===== src/hdl/lbph_pkg.sv =====
// Shared constants, types and the uniform-pattern bin table of the LBP histogram unit.
`default_nettype none
package lbph_pkg;

	localparam int MAX_PATCH_SIDE_DEFAULT = 64;
	localparam int CFG_W = 7;
	localparam int CFG_INDEX_W = 1;
	localparam int PIXEL_W = 8;
	localparam int BIN_W = 6;
	localparam int COUNT_W = 12;
	localparam int NUM_BINS = 59;
	localparam int SIDE_MIN = 3;
	localparam int QUEUE_DEPTH = 4;
	localparam int OUT_DEPTH = 4;
	localparam int QCNT_W = $clog2(QUEUE_DEPTH) + 1;
	localparam int OCNT_W = $clog2(OUT_DEPTH) + 1;

	localparam logic [CFG_W-1:0] SIDE_RESET = 7'd18;
	localparam logic [COUNT_W-1:0] COUNT_MAX = {COUNT_W{1'b1}};

	localparam logic [CFG_INDEX_W-1:0] CFG_PATCH_WIDTH = 1'b0;
	localparam logic [CFG_INDEX_W-1:0] CFG_PATCH_HEIGHT = 1'b1;

	typedef struct packed {
		logic [BIN_W-1:0] bin;
		logic inc;
		logic eop;
	} lbph_item_t;

	typedef struct packed {
		logic [BIN_W-1:0] bin;
		logic [COUNT_W-1:0] count;
		logic last;
	} lbph_result_t;

	localparam int NU = 58;

	localparam int UNIFORM_ROM [256] = '{
		 0, 1, 2, 3, 4,NU, 5, 6, 7,NU,NU,NU, 8,NU, 9,10,
		11,NU,NU,NU,NU,NU,NU,NU,12,NU,NU,NU,13,NU,14,15,
		16,NU,NU,NU,NU,NU,NU,NU,NU,NU,NU,NU,NU,NU,NU,NU,
		17,NU,NU,NU,NU,NU,NU,NU,18,NU,NU,NU,19,NU,20,21,
		22,NU,NU,NU,NU,NU,NU,NU,NU,NU,NU,NU,NU,NU,NU,NU,
		NU,NU,NU,NU,NU,NU,NU,NU,NU,NU,NU,NU,NU,NU,NU,NU,
		23,NU,NU,NU,NU,NU,NU,NU,NU,NU,NU,NU,NU,NU,NU,NU,
		24,NU,NU,NU,NU,NU,NU,NU,25,NU,NU,NU,26,NU,27,28,
		29,30,NU,31,NU,NU,NU,32,NU,NU,NU,NU,NU,NU,NU,33,
		NU,NU,NU,NU,NU,NU,NU,NU,NU,NU,NU,NU,NU,NU,NU,34,
		NU,NU,NU,NU,NU,NU,NU,NU,NU,NU,NU,NU,NU,NU,NU,NU,
		NU,NU,NU,NU,NU,NU,NU,NU,NU,NU,NU,NU,NU,NU,NU,35,
		36,37,NU,38,NU,NU,NU,39,NU,NU,NU,NU,NU,NU,NU,40,
		NU,NU,NU,NU,NU,NU,NU,NU,NU,NU,NU,NU,NU,NU,NU,41,
		42,43,NU,44,NU,NU,NU,45,NU,NU,NU,NU,NU,NU,NU,46,
		47,48,NU,49,NU,NU,NU,50,51,52,NU,53,54,55,56,57
	};

	function automatic logic [BIN_W-1:0] uniform_bin(input logic [7:0] code);
		return BIN_W'(UNIFORM_ROM[code]);
	endfunction

endpackage
`default_nettype wire


===== src/hdl/lbph_queue.sv =====
// Small register FIFO used between the front and back and at the result side.
`default_nettype none
module lbph_queue #(
	parameter int WIDTH = 8,
	parameter int DEPTH = 4
) (
	input  wire logic clk,
	input  wire logic arst_n,
	input  wire logic push,
	input  wire logic [WIDTH-1:0] push_data,
	input  wire logic pop,
	output logic [WIDTH-1:0] pop_data,
	output logic [$clog2(DEPTH):0] count
);

	localparam int PTR_W = $clog2(DEPTH);

	logic [WIDTH-1:0] entry_q [DEPTH];
	logic [PTR_W-1:0] wr_ptr_q;
	logic [PTR_W-1:0] rd_ptr_q;
	logic [PTR_W:0] count_q;

	assign pop_data = entry_q[rd_ptr_q];
	assign count = count_q;

	always_ff @(posedge clk or negedge arst_n) begin
		if (!arst_n) begin
			wr_ptr_q <= '0;
			rd_ptr_q <= '0;
			count_q <= '0;
		end else begin
			if (push)
				wr_ptr_q <= wr_ptr_q + PTR_W'(1);
			if (pop)
				rd_ptr_q <= rd_ptr_q + PTR_W'(1);
			count_q <= count_q + (PTR_W+1)'(push) - (PTR_W+1)'(pop);
		end
	end

	always_ff @(posedge clk) begin
		if (push)
			entry_q[wr_ptr_q] <= push_data;
	end

endmodule
`default_nettype wire


===== src/hdl/lbph_front.sv =====
// Front end: patch configuration, pixel position tracking, line stores, window and bin lookup.
`default_nettype none
module lbph_front import lbph_pkg::*; #(
	parameter int MAX_PATCH_SIDE = MAX_PATCH_SIDE_DEFAULT
) (
	input  wire logic clk,
	input  wire logic arst_n,
	input  wire logic cfg_write,
	input  wire logic [CFG_INDEX_W-1:0] cfg_index,
	input  wire logic [CFG_W-1:0] cfg_data,
	input  wire logic push,
	input  wire logic [PIXEL_W-1:0] pixel,
	output logic full,
	input  wire logic [QCNT_W-1:0] q_count,
	output logic q_push,
	output lbph_item_t q_item
);

	localparam int PW = $clog2(MAX_PATCH_SIDE);
	localparam int SW = $clog2(MAX_PATCH_SIDE + 1);
	localparam int CW = (SW > CFG_W) ? SW : CFG_W;

	function automatic logic [CW-1:0] clamp_side(input logic [CFG_W-1:0] v);
		logic [CW-1:0] ext;
		ext = CW'(v);
		if (ext < CW'(SIDE_MIN))
			return CW'(SIDE_MIN);
		else if (ext > CW'(MAX_PATCH_SIDE))
			return CW'(MAX_PATCH_SIDE);
		else
			return ext;
	endfunction

	logic [CFG_W-1:0] width_q;
	logic [CFG_W-1:0] height_q;
	logic [PW-1:0] col_q;
	logic [PW-1:0] row_q;

	logic [PIXEL_W-1:0] upper_mem [MAX_PATCH_SIDE];
	logic [PIXEL_W-1:0] middle_mem [MAX_PATCH_SIDE];

	logic s1_valid;
	logic [PIXEL_W-1:0] pixel_s1;
	logic [PW-1:0] col_s1;
	logic inner_s1;
	logic eop_s1;
	logic [PIXEL_W-1:0] up_s1;
	logic [PIXEL_W-1:0] mid_s1;

	logic [PIXEL_W-1:0] win_q [6];

	logic [CW-1:0] w_eff, h_eff;
	logic [CW-1:0] c0, r0, c1, r1;
	logic inner, eop, accept;
	logic [PIXEL_W-1:0] ctr;
	logic [PIXEL_W-1:0] nb [8];
	logic [7:0] code;

	always_comb begin
		w_eff = clamp_side(width_q);
		h_eff = clamp_side(height_q);
		if (CW'(col_q) >= w_eff) begin
			c0 = '0;
			r0 = CW'(row_q) + CW'(1);
		end else begin
			c0 = CW'(col_q);
			r0 = CW'(row_q);
		end
		if (r0 >= h_eff)
			r0 = h_eff - CW'(1);
		inner = (r0 >= CW'(2)) && (c0 >= CW'(2));
		c1 = c0 + CW'(1);
		r1 = r0;
		eop = 1'b0;
		if (c1 >= w_eff) begin
			c1 = '0;
			r1 = r0 + CW'(1);
			if (r1 >= h_eff) begin
				eop = 1'b1;
				r1 = '0;
			end
		end
	end

	assign full = ((QCNT_W+1)'(q_count) + (QCNT_W+1)'(s1_valid)) >= (QCNT_W+1)'(QUEUE_DEPTH);
	assign accept = push && !full;

	// neighbors: up, up-left, left, down-left, down, down-right, right, up-right
	always_comb begin
		ctr = win_q[1];
		nb[0] = win_q[0];
		nb[1] = win_q[3];
		nb[2] = win_q[4];
		nb[3] = win_q[5];
		nb[4] = win_q[2];
		nb[5] = pixel_s1;
		nb[6] = mid_s1;
		nb[7] = up_s1;
		for (int k = 0; k < 8; k++)
			code[k] = (ctr >= nb[k]);
	end

	assign q_push = s1_valid;
	assign q_item.bin = uniform_bin(code);
	assign q_item.inc = inner_s1;
	assign q_item.eop = eop_s1;

	always_ff @(posedge clk or negedge arst_n) begin
		if (!arst_n) begin
			width_q <= SIDE_RESET;
			height_q <= SIDE_RESET;
			col_q <= '0;
			row_q <= '0;
			s1_valid <= 1'b0;
			for (int k = 0; k < 6; k++)
				win_q[k] <= '0;
		end else begin
			if (cfg_write) begin
				unique case (cfg_index)
					CFG_PATCH_WIDTH: width_q <= cfg_data;
					CFG_PATCH_HEIGHT: height_q <= cfg_data;
				endcase
			end
			if (accept) begin
				col_q <= c1[PW-1:0];
				row_q <= r1[PW-1:0];
			end
			s1_valid <= accept;
			if (s1_valid) begin
				win_q[3] <= win_q[0];
				win_q[4] <= win_q[1];
				win_q[5] <= win_q[2];
				win_q[0] <= up_s1;
				win_q[1] <= mid_s1;
				win_q[2] <= pixel_s1;
			end
		end
	end

	always_ff @(posedge clk) begin
		if (s1_valid) begin
			upper_mem[col_s1] <= mid_s1;
			middle_mem[col_s1] <= pixel_s1;
		end
		if (accept) begin
			up_s1 <= upper_mem[c0[PW-1:0]];
			mid_s1 <= middle_mem[c0[PW-1:0]];
			pixel_s1 <= pixel;
			col_s1 <= c0[PW-1:0];
			inner_s1 <= inner;
			eop_s1 <= eop;
		end
	end

endmodule
`default_nettype wire


===== src/hdl/lbph_back.sv =====
// Back end: bin counter memory with read-modify-write, histogram dump and result queue.
`default_nettype none
module lbph_back import lbph_pkg::*; (
	input  wire logic clk,
	input  wire logic arst_n,
	input  wire logic [QCNT_W-1:0] q_count,
	input  wire lbph_item_t q_item,
	output logic q_pop,
	output logic [BIN_W-1:0] bin,
	output logic [COUNT_W-1:0] bin_count,
	output logic last_bin,
	output logic empty,
	input  wire logic pop
);

	typedef enum logic [1:0] {ST_RUN, ST_DRAIN, ST_DUMP} state_t;

	state_t state_q;
	logic [NUM_BINS-1:0] valid_q;
	logic [COUNT_W-1:0] cnt_mem [NUM_BINS];
	logic [COUNT_W-1:0] cnt_rd_s1;

	logic inc_valid_s1;
	logic [BIN_W-1:0] inc_bin_s1;
	logic fwd_valid_s2;
	logic [BIN_W-1:0] fwd_bin_s2;
	logic [COUNT_W-1:0] fwd_count_s2;

	logic [BIN_W-1:0] dump_k_q;
	logic dump_valid_s1;
	logic [BIN_W-1:0] dump_bin_s1;
	logic dump_last_s1;
	logic dump_hit_s1;

	logic dump_issue;
	logic [BIN_W-1:0] rd_addr;
	logic [COUNT_W-1:0] old_count, new_count;
	logic [OCNT_W-1:0] out_count;
	lbph_result_t out_data, head;

	assign q_pop = (state_q == ST_RUN) && (q_count != '0);
	assign dump_issue = (state_q == ST_DUMP) &&
		(((OCNT_W+1)'(out_count) + (OCNT_W+1)'(dump_valid_s1)) < (OCNT_W+1)'(OUT_DEPTH));
	assign rd_addr = (state_q == ST_DUMP) ? dump_k_q : q_item.bin;

	always_comb begin
		if (fwd_valid_s2 && (fwd_bin_s2 == inc_bin_s1))
			old_count = fwd_count_s2;
		else if (valid_q[inc_bin_s1])
			old_count = cnt_rd_s1;
		else
			old_count = '0;
		new_count = (old_count == COUNT_MAX) ? old_count : old_count + COUNT_W'(1);
	end

	always_ff @(posedge clk or negedge arst_n) begin
		if (!arst_n) begin
			state_q <= ST_RUN;
			valid_q <= '0;
			inc_valid_s1 <= 1'b0;
			inc_bin_s1 <= '0;
			fwd_valid_s2 <= 1'b0;
			fwd_bin_s2 <= '0;
			fwd_count_s2 <= '0;
			dump_k_q <= '0;
			dump_valid_s1 <= 1'b0;
			dump_bin_s1 <= '0;
			dump_last_s1 <= 1'b0;
			dump_hit_s1 <= 1'b0;
		end else begin
			unique case (state_q)
				ST_RUN: begin
					if (q_pop && q_item.eop)
						state_q <= ST_DRAIN;
				end
				ST_DRAIN: begin
					dump_k_q <= '0;
					state_q <= ST_DUMP;
				end
				ST_DUMP: begin
					if (dump_issue) begin
						dump_k_q <= dump_k_q + BIN_W'(1);
						if (dump_k_q == BIN_W'(NUM_BINS - 1))
							state_q <= ST_RUN;
					end
				end
				default: state_q <= ST_RUN;
			endcase

			inc_valid_s1 <= q_pop && q_item.inc;
			inc_bin_s1 <= q_item.bin;
			fwd_valid_s2 <= inc_valid_s1;
			fwd_bin_s2 <= inc_bin_s1;
			fwd_count_s2 <= new_count;

			if (inc_valid_s1)
				valid_q[inc_bin_s1] <= 1'b1;
			if (dump_issue)
				valid_q[dump_k_q] <= 1'b0;

			dump_valid_s1 <= dump_issue;
			dump_bin_s1 <= dump_k_q;
			dump_last_s1 <= (dump_k_q == BIN_W'(NUM_BINS - 1));
			dump_hit_s1 <= valid_q[dump_k_q];
		end
	end

	always_ff @(posedge clk) begin
		if (inc_valid_s1)
			cnt_mem[inc_bin_s1] <= new_count;
		if (q_pop || dump_issue)
			cnt_rd_s1 <= cnt_mem[rd_addr];
	end

	assign out_data.bin = dump_bin_s1;
	assign out_data.count = dump_hit_s1 ? cnt_rd_s1 : '0;
	assign out_data.last = dump_last_s1;

	lbph_queue #(
		.WIDTH($bits(lbph_result_t)),
		.DEPTH(OUT_DEPTH)
	) u_out_queue (
		.clk(clk),
		.arst_n(arst_n),
		.push(dump_valid_s1),
		.push_data(out_data),
		.pop(pop && !empty),
		.pop_data(head),
		.count(out_count)
	);

	assign empty = (out_count == '0);
	assign bin = head.bin;
	assign bin_count = head.count;
	assign last_bin = head.last;

endmodule
`default_nettype wire


===== src/hdl/uniform_lbp_patch_histogram_unit.sv =====
// Top level of the uniform LBP patch histogram unit.
// Pixels of a patch are pushed in raster order and the unit takes one pixel per
// cycle within a patch while full is low; each pixel passes the line-store read
// stage and one lookup of the bin table, then one counter read-modify-write in the
// back end. After the last pixel of a patch the 59 bin counts leave in bin order,
// one per cycle as they are popped, with last_bin on bin 58; the dump of the
// counter memory is one handover state and 59 reads, during which counting of the
// next patch waits and the front accepts pixels only until its 4-entry queue
// fills. The counters need no clearing pass: a valid bit per bin reads an
// untouched bin as zero. patch_width and patch_height are written through
// cfg_write/cfg_index/cfg_data while the unit is idle and saturate into
// 3..MAX_PATCH_SIDE.
`default_nettype none
module uniform_lbp_patch_histogram_unit import lbph_pkg::*; #(
	parameter int MAX_PATCH_SIDE = MAX_PATCH_SIDE_DEFAULT
) (
	input  wire logic clk,
	input  wire logic arst_n,
	input  wire logic cfg_write,
	input  wire logic [CFG_INDEX_W-1:0] cfg_index,
	input  wire logic [CFG_W-1:0] cfg_data,
	input  wire logic push,
	output logic full,
	input  wire logic [PIXEL_W-1:0] pixel,
	output logic empty,
	input  wire logic pop,
	output logic [BIN_W-1:0] bin,
	output logic [COUNT_W-1:0] bin_count,
	output logic last_bin
);

	logic q_push, q_pop;
	lbph_item_t q_in, q_out;
	logic [QCNT_W-1:0] q_count;

	lbph_front #(
		.MAX_PATCH_SIDE(MAX_PATCH_SIDE)
	) u_front (
		.clk(clk),
		.arst_n(arst_n),
		.cfg_write(cfg_write),
		.cfg_index(cfg_index),
		.cfg_data(cfg_data),
		.push(push),
		.pixel(pixel),
		.full(full),
		.q_count(q_count),
		.q_push(q_push),
		.q_item(q_in)
	);

	lbph_queue #(
		.WIDTH($bits(lbph_item_t)),
		.DEPTH(QUEUE_DEPTH)
	) u_queue (
		.clk(clk),
		.arst_n(arst_n),
		.push(q_push),
		.push_data(q_in),
		.pop(q_pop),
		.pop_data(q_out),
		.count(q_count)
	);

	lbph_back u_back (
		.clk(clk),
		.arst_n(arst_n),
		.q_count(q_count),
		.q_item(q_out),
		.q_pop(q_pop),
		.bin(bin),
		.bin_count(bin_count),
		.last_bin(last_bin),
		.empty(empty),
		.pop(pop)
	);

endmodule
`default_nettype wire


===== config.mk =====
export PLATFORM = sky130hd
export DESIGN_NAME = uniform_lbp_patch_histogram_unit
export DESIGN_NICKNAME = d
export VERILOG_FILES = /design/src/hdl/lbph_pkg.sv /design/src/hdl/lbph_queue.sv /design/src/hdl/lbph_front.sv /design/src/hdl/lbph_back.sv /design/src/hdl/uniform_lbp_patch_histogram_unit.sv
export SDC_FILE = /design/constraint.sdc
export NUM_CORES = 2
export LEC_CHECK = 0
export BUFFER_PORTS_ARGS = -buffer_cell sky130_fd_sc_hd__clkbuf_2
export CORE_UTILIZATION = 25
export CTS_CLUSTER_DIAMETER = 30
export DETAILED_ROUTE_END_ITERATION = 10
export PLACE_DENSITY_LB_ADDON = 0.1
export SKIP_LAST_GASP = 1
export SLEW_MARGIN = 30
export SYNTH_ARGS = -nofsm -noshare
export SYNTH_HDL_FRONTEND = slang
export SYNTH_HIERARCHICAL = 1
export SYNTH_SLANG_ARGS = --single-unit
export TNS_END_PERCENT = 100

===== constraint.sdc =====
create_clock -name clk -period 7 [get_ports clk]
set_clock_uncertainty 0.05 [all_clocks]
set_input_delay 1.4 -clock clk [delete_from_list [all_inputs] [get_ports clk]]
set_output_delay 1.4 -clock clk [all_outputs]
set_load 0.01 [all_outputs]

### Word-level counts from Yosys, hierarchy flattened

Memory sizes are Yosys's and may differ from the RTL's. A register that Yosys moved wholly into a read port is not among the register bits.
Cells that the tools add are included.

| word-level totals | value |
|---|---|
| bits in registers | 207 |
| bits in latches | 0 |
| RAM bits | 1840 |
| bits in read-only memories | 8192 |
| bits of input ports | 21 |
| output and inout port bits | 21 |
| logic and storage cells | 154 |
| memories | 6 |

| cells by class | value |
|---|---|
| add/subtract/negate cells | 16 |
| multiply operators | 0 |
| div/mod/pow operators | 0 |
| order comparisons | 25 |
| eq/ne operators | 8 |
| shifts and indexed selects | 0 |
| mux-type cells | 40 |
| bitwise logic cells | 5 |
| reductions and logical operators | 21 |

Memories:

| memory | words | width | read ports | clocked after Yosys merged registers in | wr ports | RTL line | source |
|---|---|---|---|---|---|---|---|
| (name not given) | 256 | 32 | 1 | 0 | 0 | lbph_pkg.sv:58 | `return BIN_W'(UNIFORM_ROM[code]);` |
| u_back.cnt_mem | 59 | 12 | 1 | 1 | 1 | lbph_back.sv:20 | `logic [COUNT_W-1:0] cnt_mem [NUM_BINS];` |
| u_front.middle_mem | 64 | 8 | 1 | 1 | 1 | lbph_front.sv:40 | `logic [PIXEL_W-1:0] middle_mem [MAX_PATCH_SIDE];` |
| u_front.upper_mem | 64 | 8 | 1 | 1 | 1 | lbph_front.sv:39 | `logic [PIXEL_W-1:0] upper_mem [MAX_PATCH_SIDE];` |
| u_back.u_out_queue.entry_q | 4 | 19 | 1 | 0 | 1 | lbph_queue.sv:18 | `logic [WIDTH-1:0] entry_q [DEPTH];` |
| u_queue.entry_q | 4 | 8 | 1 | 0 | 1 | lbph_queue.sv:18 |  |

Operator list:

| kind | count |
|---|---|
| two-way mux 59 bit | 2 |
| greater-or-equal comparator 8 bit | 8 |
| bitwise AND 59 bit | 1 |
| NOT 59 bit | 1 |
| OR 59 bit | 1 |
| two-way mux 12 bit | 4 |
| two-way mux 6 bit | 8 |
| two-way mux 7 bit | 6 |
| greater-or-equal comparator 7 bit | 3 |
| adder 6 x 1 -> 7 bit (second input constant) | 2 |
| greater-than comparator 7 bit (second input constant) | 2 |
| < comparator 6 x 7 -> 1 bit (second input constant) | 2 |
| < comparator 7 x 2 -> 1 bit (second input constant) | 2 |
| adder 12 x 1 -> 12 bit (second input constant) | 1 |
| binary-select mux 1 bit (select 6 bit) | 2 |
| demux 1 bit (select 6 bit) | 2 |
| equality test 12 bit (second input constant) | 1 |
| greater-or-equal comparator 6 x 1 -> 1 bit (second input constant) | 2 |
| one-hot mux 6 bit (2 select lines) | 1 |
| two-way mux 1 bit | 11 |
| logical AND 1 bit | 10 |
| greater-or-equal comparator 9 bit (second input constant) | 1 |
| NOT 8 -> 9 bit | 1 |
| adder 2 x 1 -> 2 bit (second input constant) | 4 |
| 28 further kinds | 37 |

### Logic depth before layout (Yosys ltp)

| logic depth | value |
|---|---|
| depth in word-level cells | 11 |
| mapped depth | 29 |

### By module

The synthesis kept the hierarchy.

By module, submodules not included:

| module | times used | cells an instance | area an instance (um2) | seq. area each (um2) |
|---|---|---|---|---|
| lbph_front | 1 | 3175 | 47205.3 | 33592.2 |
| lbph_back | 1 | 1900 | 33375.8 | 24173.2 |
| lbph_queue (u_back.u_out_queue) | 1 | 131 | 3120.5 | 2457.4 |
| lbph_queue (u_queue) | 1 | 74 | 1531.5 | 1136.1 |

### Worst setup path after synthesis

No wires, ideal clock.

| path | value |
|---|---|
| path kind | reg2reg |
| start point | register u_front.col_q[0] |
| end point | register u_front.row_q[4] |
| setup time | 0.070 ns |
| data arrival time | 5.690 ns |
| data required time | 6.880 ns |
| setup slack | 1.190 ns |
| stages on the path, launching flop included | 28 |
| path buffers | 5 |
| cells stage by stage | dfrtp_1 > buf_2 > clkinv_1 > clkbuf_1 > clkbuf_1 > ha_1 > nor2b_1 > o21a_1 > o21ai_2 > buf_2 > buf_2 > nand2_1 > xnor2_1 > ha_1 > a211o_1 > a211oi_2 > mux2i_1 > ha_1 > nand3_1 > xor2_1 > ha_1 > a21oi_1 > o21ai_0 > a31oi_1 > inv_1 > a311o_1 > o21ai_1 > o22a_1 |

| on the way | value |
|---|---|
| longest elaborated chain between the ends | 8 |
| elaborated cells between the ends (all ways) | 11 |
| those cells by class | 2 x add/sub; 4 x order compare; 5 x mux |

RTL lines:

| item | RTL line | source |
|---|---|---|
| start, declared | lbph_front.sv:36 | `logic [PW-1:0] col_q;` |
| start signal, assigned | lbph_front.sv:125 | `col_q <= c1[PW-1:0];` |
| greater-or-equal comparator 6 x 7 -> 1 bit | lbph_front.sv:62 | `if (CW'(col_q) >= w_eff) begin` |
| two-way mux 7 bit | lbph_front.sv:62 |  |
| greater-or-equal comparator 7 bit | lbph_front.sv:69 | `if (r0 >= h_eff)` |
| two-way mux 7 bit | lbph_front.sv:69 |  |
| adder 7 x 1 -> 7 bit | lbph_front.sv:77 | `r1 = r0 + CW'(1);` |
| greater-or-equal comparator 7 bit | lbph_front.sv:78 | `if (r1 >= h_eff) begin` |
| two-way mux 6 bit | lbph_front.sv:78 |  |
| two-way mux 6 bit * | lbph_front.sv:75 | `if (c1 >= w_eff) begin` |
| end signal, assigned | lbph_front.sv:126 | `row_q <= r1[PW-1:0];` |
| end, declared | lbph_front.sv:37 | `logic [PW-1:0] row_q;` |

Mark *: on every way between the ends. The rest lies on a longest branch, timed or not.
A chain may end at the register's enable or synchronous reset.

### Final worst setup path

| path | value |
|---|---|
| start point | register u_front.width_q[3] |
| end point | register u_front.row_q[4] |

| on the way | value |
|---|---|
| longest elaborated chain between the ends | 11 |
| elaborated cells between the ends (all ways) | 15 |
| those cells by class | 2 x add/sub; 6 x order compare; 7 x mux |

RTL lines:

| item | RTL line | source |
|---|---|---|
| start, declared | lbph_front.sv:34 | `logic [CFG_W-1:0] width_q;` |
| start signal, assigned | lbph_front.sv:120 | `CFG_PATCH_WIDTH: width_q <= cfg_data;` |
| greater-than comparator 7 bit | lbph_front.sv:28 | `else if (ext > CW'(MAX_PATCH_SIDE))` |
| two-way mux 7 bit | lbph_front.sv:28 |  |
| two-way mux 7 bit * | lbph_front.sv:26 | `if (ext < CW'(SIDE_MIN))` |
| greater-or-equal comparator 6 x 7 -> 1 bit | lbph_front.sv:62 |  |
| two-way mux 7 bit | lbph_front.sv:62 |  |
| greater-or-equal comparator 7 bit | lbph_front.sv:69 |  |
| two-way mux 7 bit | lbph_front.sv:69 |  |
| adder 7 x 1 -> 7 bit | lbph_front.sv:77 |  |
| greater-or-equal comparator 7 bit | lbph_front.sv:78 |  |
| two-way mux 6 bit | lbph_front.sv:78 |  |
| two-way mux 6 bit * | lbph_front.sv:75 |  |

Marked as above.

==> out/qor.yml <==
yosysUniqueCellTypes: 96
seq_area_frac_synth_pct: 72.0
combPwrFrac_pct: 32.1
ys_ff_latch: 2075
power_density_nw_per_um2: 554
cts.clk_slew.worst_paths_ns: 0.04
p_int_mw: 39.6
htree_levels: 6
antenna_found_initial: 10
critical_path_arrival_ns: 7.13
synth.area.top_cells: "edfxtp_1 66%, mux4_2 5.5%, dfrtp_1 5.5%"
rsz0062_at_grt: "no"
crit_type: "reg -> reg"
synth_area_um2: 85200
crit_path_end_kind: "register"
row_count: 214
ir_worst_vdd_mv: 0.329
clockBufferDepth: 4
min_period_over_period_pct: 89.5
reg2reg_depth: 24
synth_cells: 5280
ys.warnings.count: 6
drt-pass1-iter-count: 5
start_util_pct: 25.1
cts_buffers: 538
grt_pass1_vias: 52500
status: "finished clean"
yosysTopAreaCell: "edfxtp_1"
reg2reg_to: "u_front/row_q[4]"
dieArea_um2: 343000
port_buffers: 41
p_leak_nw: 37.8
cp-start-kind: "register"
cap_violations: 0
yosysTopAreaCellShare_pct: 66.4
yosysMostFrequentCell: "edfxtp_1"
drt-total-wl_um: 284000
max_slew_margin_pct: 30.7
nFillCells: 33300
synthArstFlopShare_pct: 9.20
syn_area_per_cell_um2: 16.1
worst_slew_pin_slew_ns: 1.04
fp.dieH_um: 586
grt_usage_pct: 16.3
setup_tns_ns: 0
vias: 50000
drive_gt1_share_pct: 23.7
slew_viol_final: 0
regToRegStartpoint: "u_front/width_q[3]"
setup_viol_count_final: 0
io_pins: 42
syn_to_final_growth_pct: 29.1
netSwitchingFraction_pct: 35.0
power_mw: 60.9
min_path_type: "in -> async"
hold_buffers: 0
syn-num-nets: 5420
drt_iter0_drc: 3293
viasPerCell: 4.63
ys.flop_type: "edfxtp_1"
r2r_setup_slack_ns: 0.74
post-dp-hpwl_um: 168000
grt_max_degree: 118
clock-sinks: 2075
ys_top_cells_by_count: "1,884 x edfxtp_1, 345 x nand2_1, 297 x nor2_1"
die_w_um: 586
drt.antenna.violating_nets: 0
clock_latency_ns: 0.98
route.detailed.drc: 0
nNetsFinal: 5958
p_seq_share_pct: 28.6
core_area_um2: 340000
place.gp.congestion: 0.790
synth-edff-count: 1884
clockRootBuffer: "clkbuf_16"
crit_path_max_fanout: 10
gr-total-overflow: 0
grt_pass1_wl_um: 401000
tritoncts: "done"
switchingPower_mw: 21.3
cp_data_required_time_ns: 7.86
fin_crit_ns: 6.26
wl_per_cell_um: 26.3
timing.fmax_mhz: 160
hold_violations: 0
clock_power_share_pct: 39.2
-- placed cells by master, fill, tap and decap left out, types with 30 or more instances in the layout --
cell type     n
a211oi_1    157
a21oi_1     245
a221oi_1     53
a22oi_1      47
a31oi_1      72
and2_1       65
buf_4       238
bufinv_16    58
clkbuf_1     90
clkbuf_16   559
clkbuf_2     40
clkinv_1    107
clkinv_2     89
dfrtp_1     181
edfxtp_1   1884
ha_1        117
inv_1       106
mux2_2       63
mux2i_1     279
mux4_2      210
nand2_1     344
nand3_1      80
nor2_1      280
nor3_1       60
o21ai_0     216
o221ai_1     30
-- repair_timing --
action / CTS / global route
gates resized for setup: 0 / 2
setup buffers: 0 / 0
endpoints found under the setup margin: 0 / 1
-- per-layer routing --
| layer | vias to the layer above | GRT usage, % | share of wire, % |
|---|---|---|---|
| met5 | - | 0 | 0 |
| met1 | 26100 | 20.7 | 43 |
| met4 | 0 | 5.62 | 2.9 |
| met3 | 466 | 2.59 | 3.9 |
| met2 | 1267 | 28.0 | 50 |
| li1 | 22200 | - | - |
-- registers in the layout, indices dropped and copies added (netlist names), 7 cells and up --
name	cells
u_back/cnt_mem	708
u_front/pixel_s1	8
u_back/u_out_queue/entry_q	76
u_front/nb	40
u_front/up_s1	8
u_front/mid_s1	8
u_front/ctr	8
u_front/height_q	7
u_back/cnt_rd_s1	12
u_front/width_q	7
u_queue/entry_q	32
u_front/middle_mem	512
u_back/fwd_count_s2	12
u_back/valid_q	59
u_front/upper_mem	512
-- cells by family (layout without fill, tap and decap cells) --
family | count (synthesis) | after routing | synth area share (%)
and+or+nand+nor | 1001 | 1001 | 5.36
adders and majority gates | 119 | 119 | 1.76
AOI/OAI and AO/OA | 1068 | 1068 | 8.47
buffers and inverters | 417 | 1385 | 2.23
muxes | 562 | 562 | 9.80
other | 0 | 7 | 0
DFF | 2075 | 2075 | 72.0
xor gates and xnor gates | 38 | 38 | 0.390
-- power by group through the flow --
stage	Sequential [mW]	Combinational [mW]	Clock, mW
final	17.4	19.6	23.9
after global routing	17.5	21.2	25.1
after CTS	17.5	20.0	24.4
after detailed placement	17.7	20.0	0
after global placement	17.7	19.9	0
after floorplan	17.5	11.8	0
-- how the worst max path moves through the flow --
| stage | to | slack [ns] | startpoint |
|---|---|---|---|
| finish | u_front/row_q[4] | 0.74 | u_front/width_q[3] |
| global route | u_front/row_q[3] | 0.13 | u_front/width_q[3] |
| detailed placement | u_front/row_q[4] | 0.70 | u_front/width_q[3] |
| global placement | u_front/row_q[4] | 0.57 | u_front/width_q[3] |
| floorplan | u_front/row_q[4] | 1.19 | u_front/col_q[0] |
| CTS | u_front/row_q[4] | 0.66 | u_front/width_q[3] |
-- cell type report --
cell class                      count  area [um^2]  area share [%]
Tap cell                         4536         5680            5.16
Sequential cell                  2075        61400            55.8
Inverter                          112          420           0.382
Clock inverter                    314         3250            2.96
Clock buffer                      656        14400            13.1
Antenna cell                        7         17.5          0.0159
Timing Repair Buffer              303         2490            2.27
Multi-Input combinational cell   2788        22400            20.3
-- metrics by stage --
stage	worst slack, ns	utilization, %	instance area, um^2	cells	hold slack [ns]
finish	0.735	32.4	110000	10800	0.346
global route	0.126	32.4	110000	10800	0.354
CTS	0.663	32.4	110000	10800	0.345
detailed placement	0.697	27.2	92200	9811	0.419
global placement	0.567	27.1	92100	9808	0.412
floorplan	1.19	-	85200	5280	0.299
-- worst max-delay path, stage by stage (launching register included) --
cell,delay (ns)
dfrtp_1,0.38
nor4_1,0.37
o21ai_0,0.21
ha_1,0.32
nand2_1,0.08
o21a_1,0.23
o21ai_4,0.33
mux2i_1,0.32
inv_1,0.08
ha_1,0.29
a211o_1,0.31
a211oi_4,0.41
nor2_1,0.11
a21oi_1,0.36
ha_1,0.35
nand3_1,0.18
xor2_1,0.21
ha_1,0.35
a21oi_1,0.16
o21ai_0,0.13
a31oi_1,0.30
and2_1,0.30
nand2_1,0.08
o21ai_1,0.16
o22a_1,0.15
(Power assumes the default switching activity.)
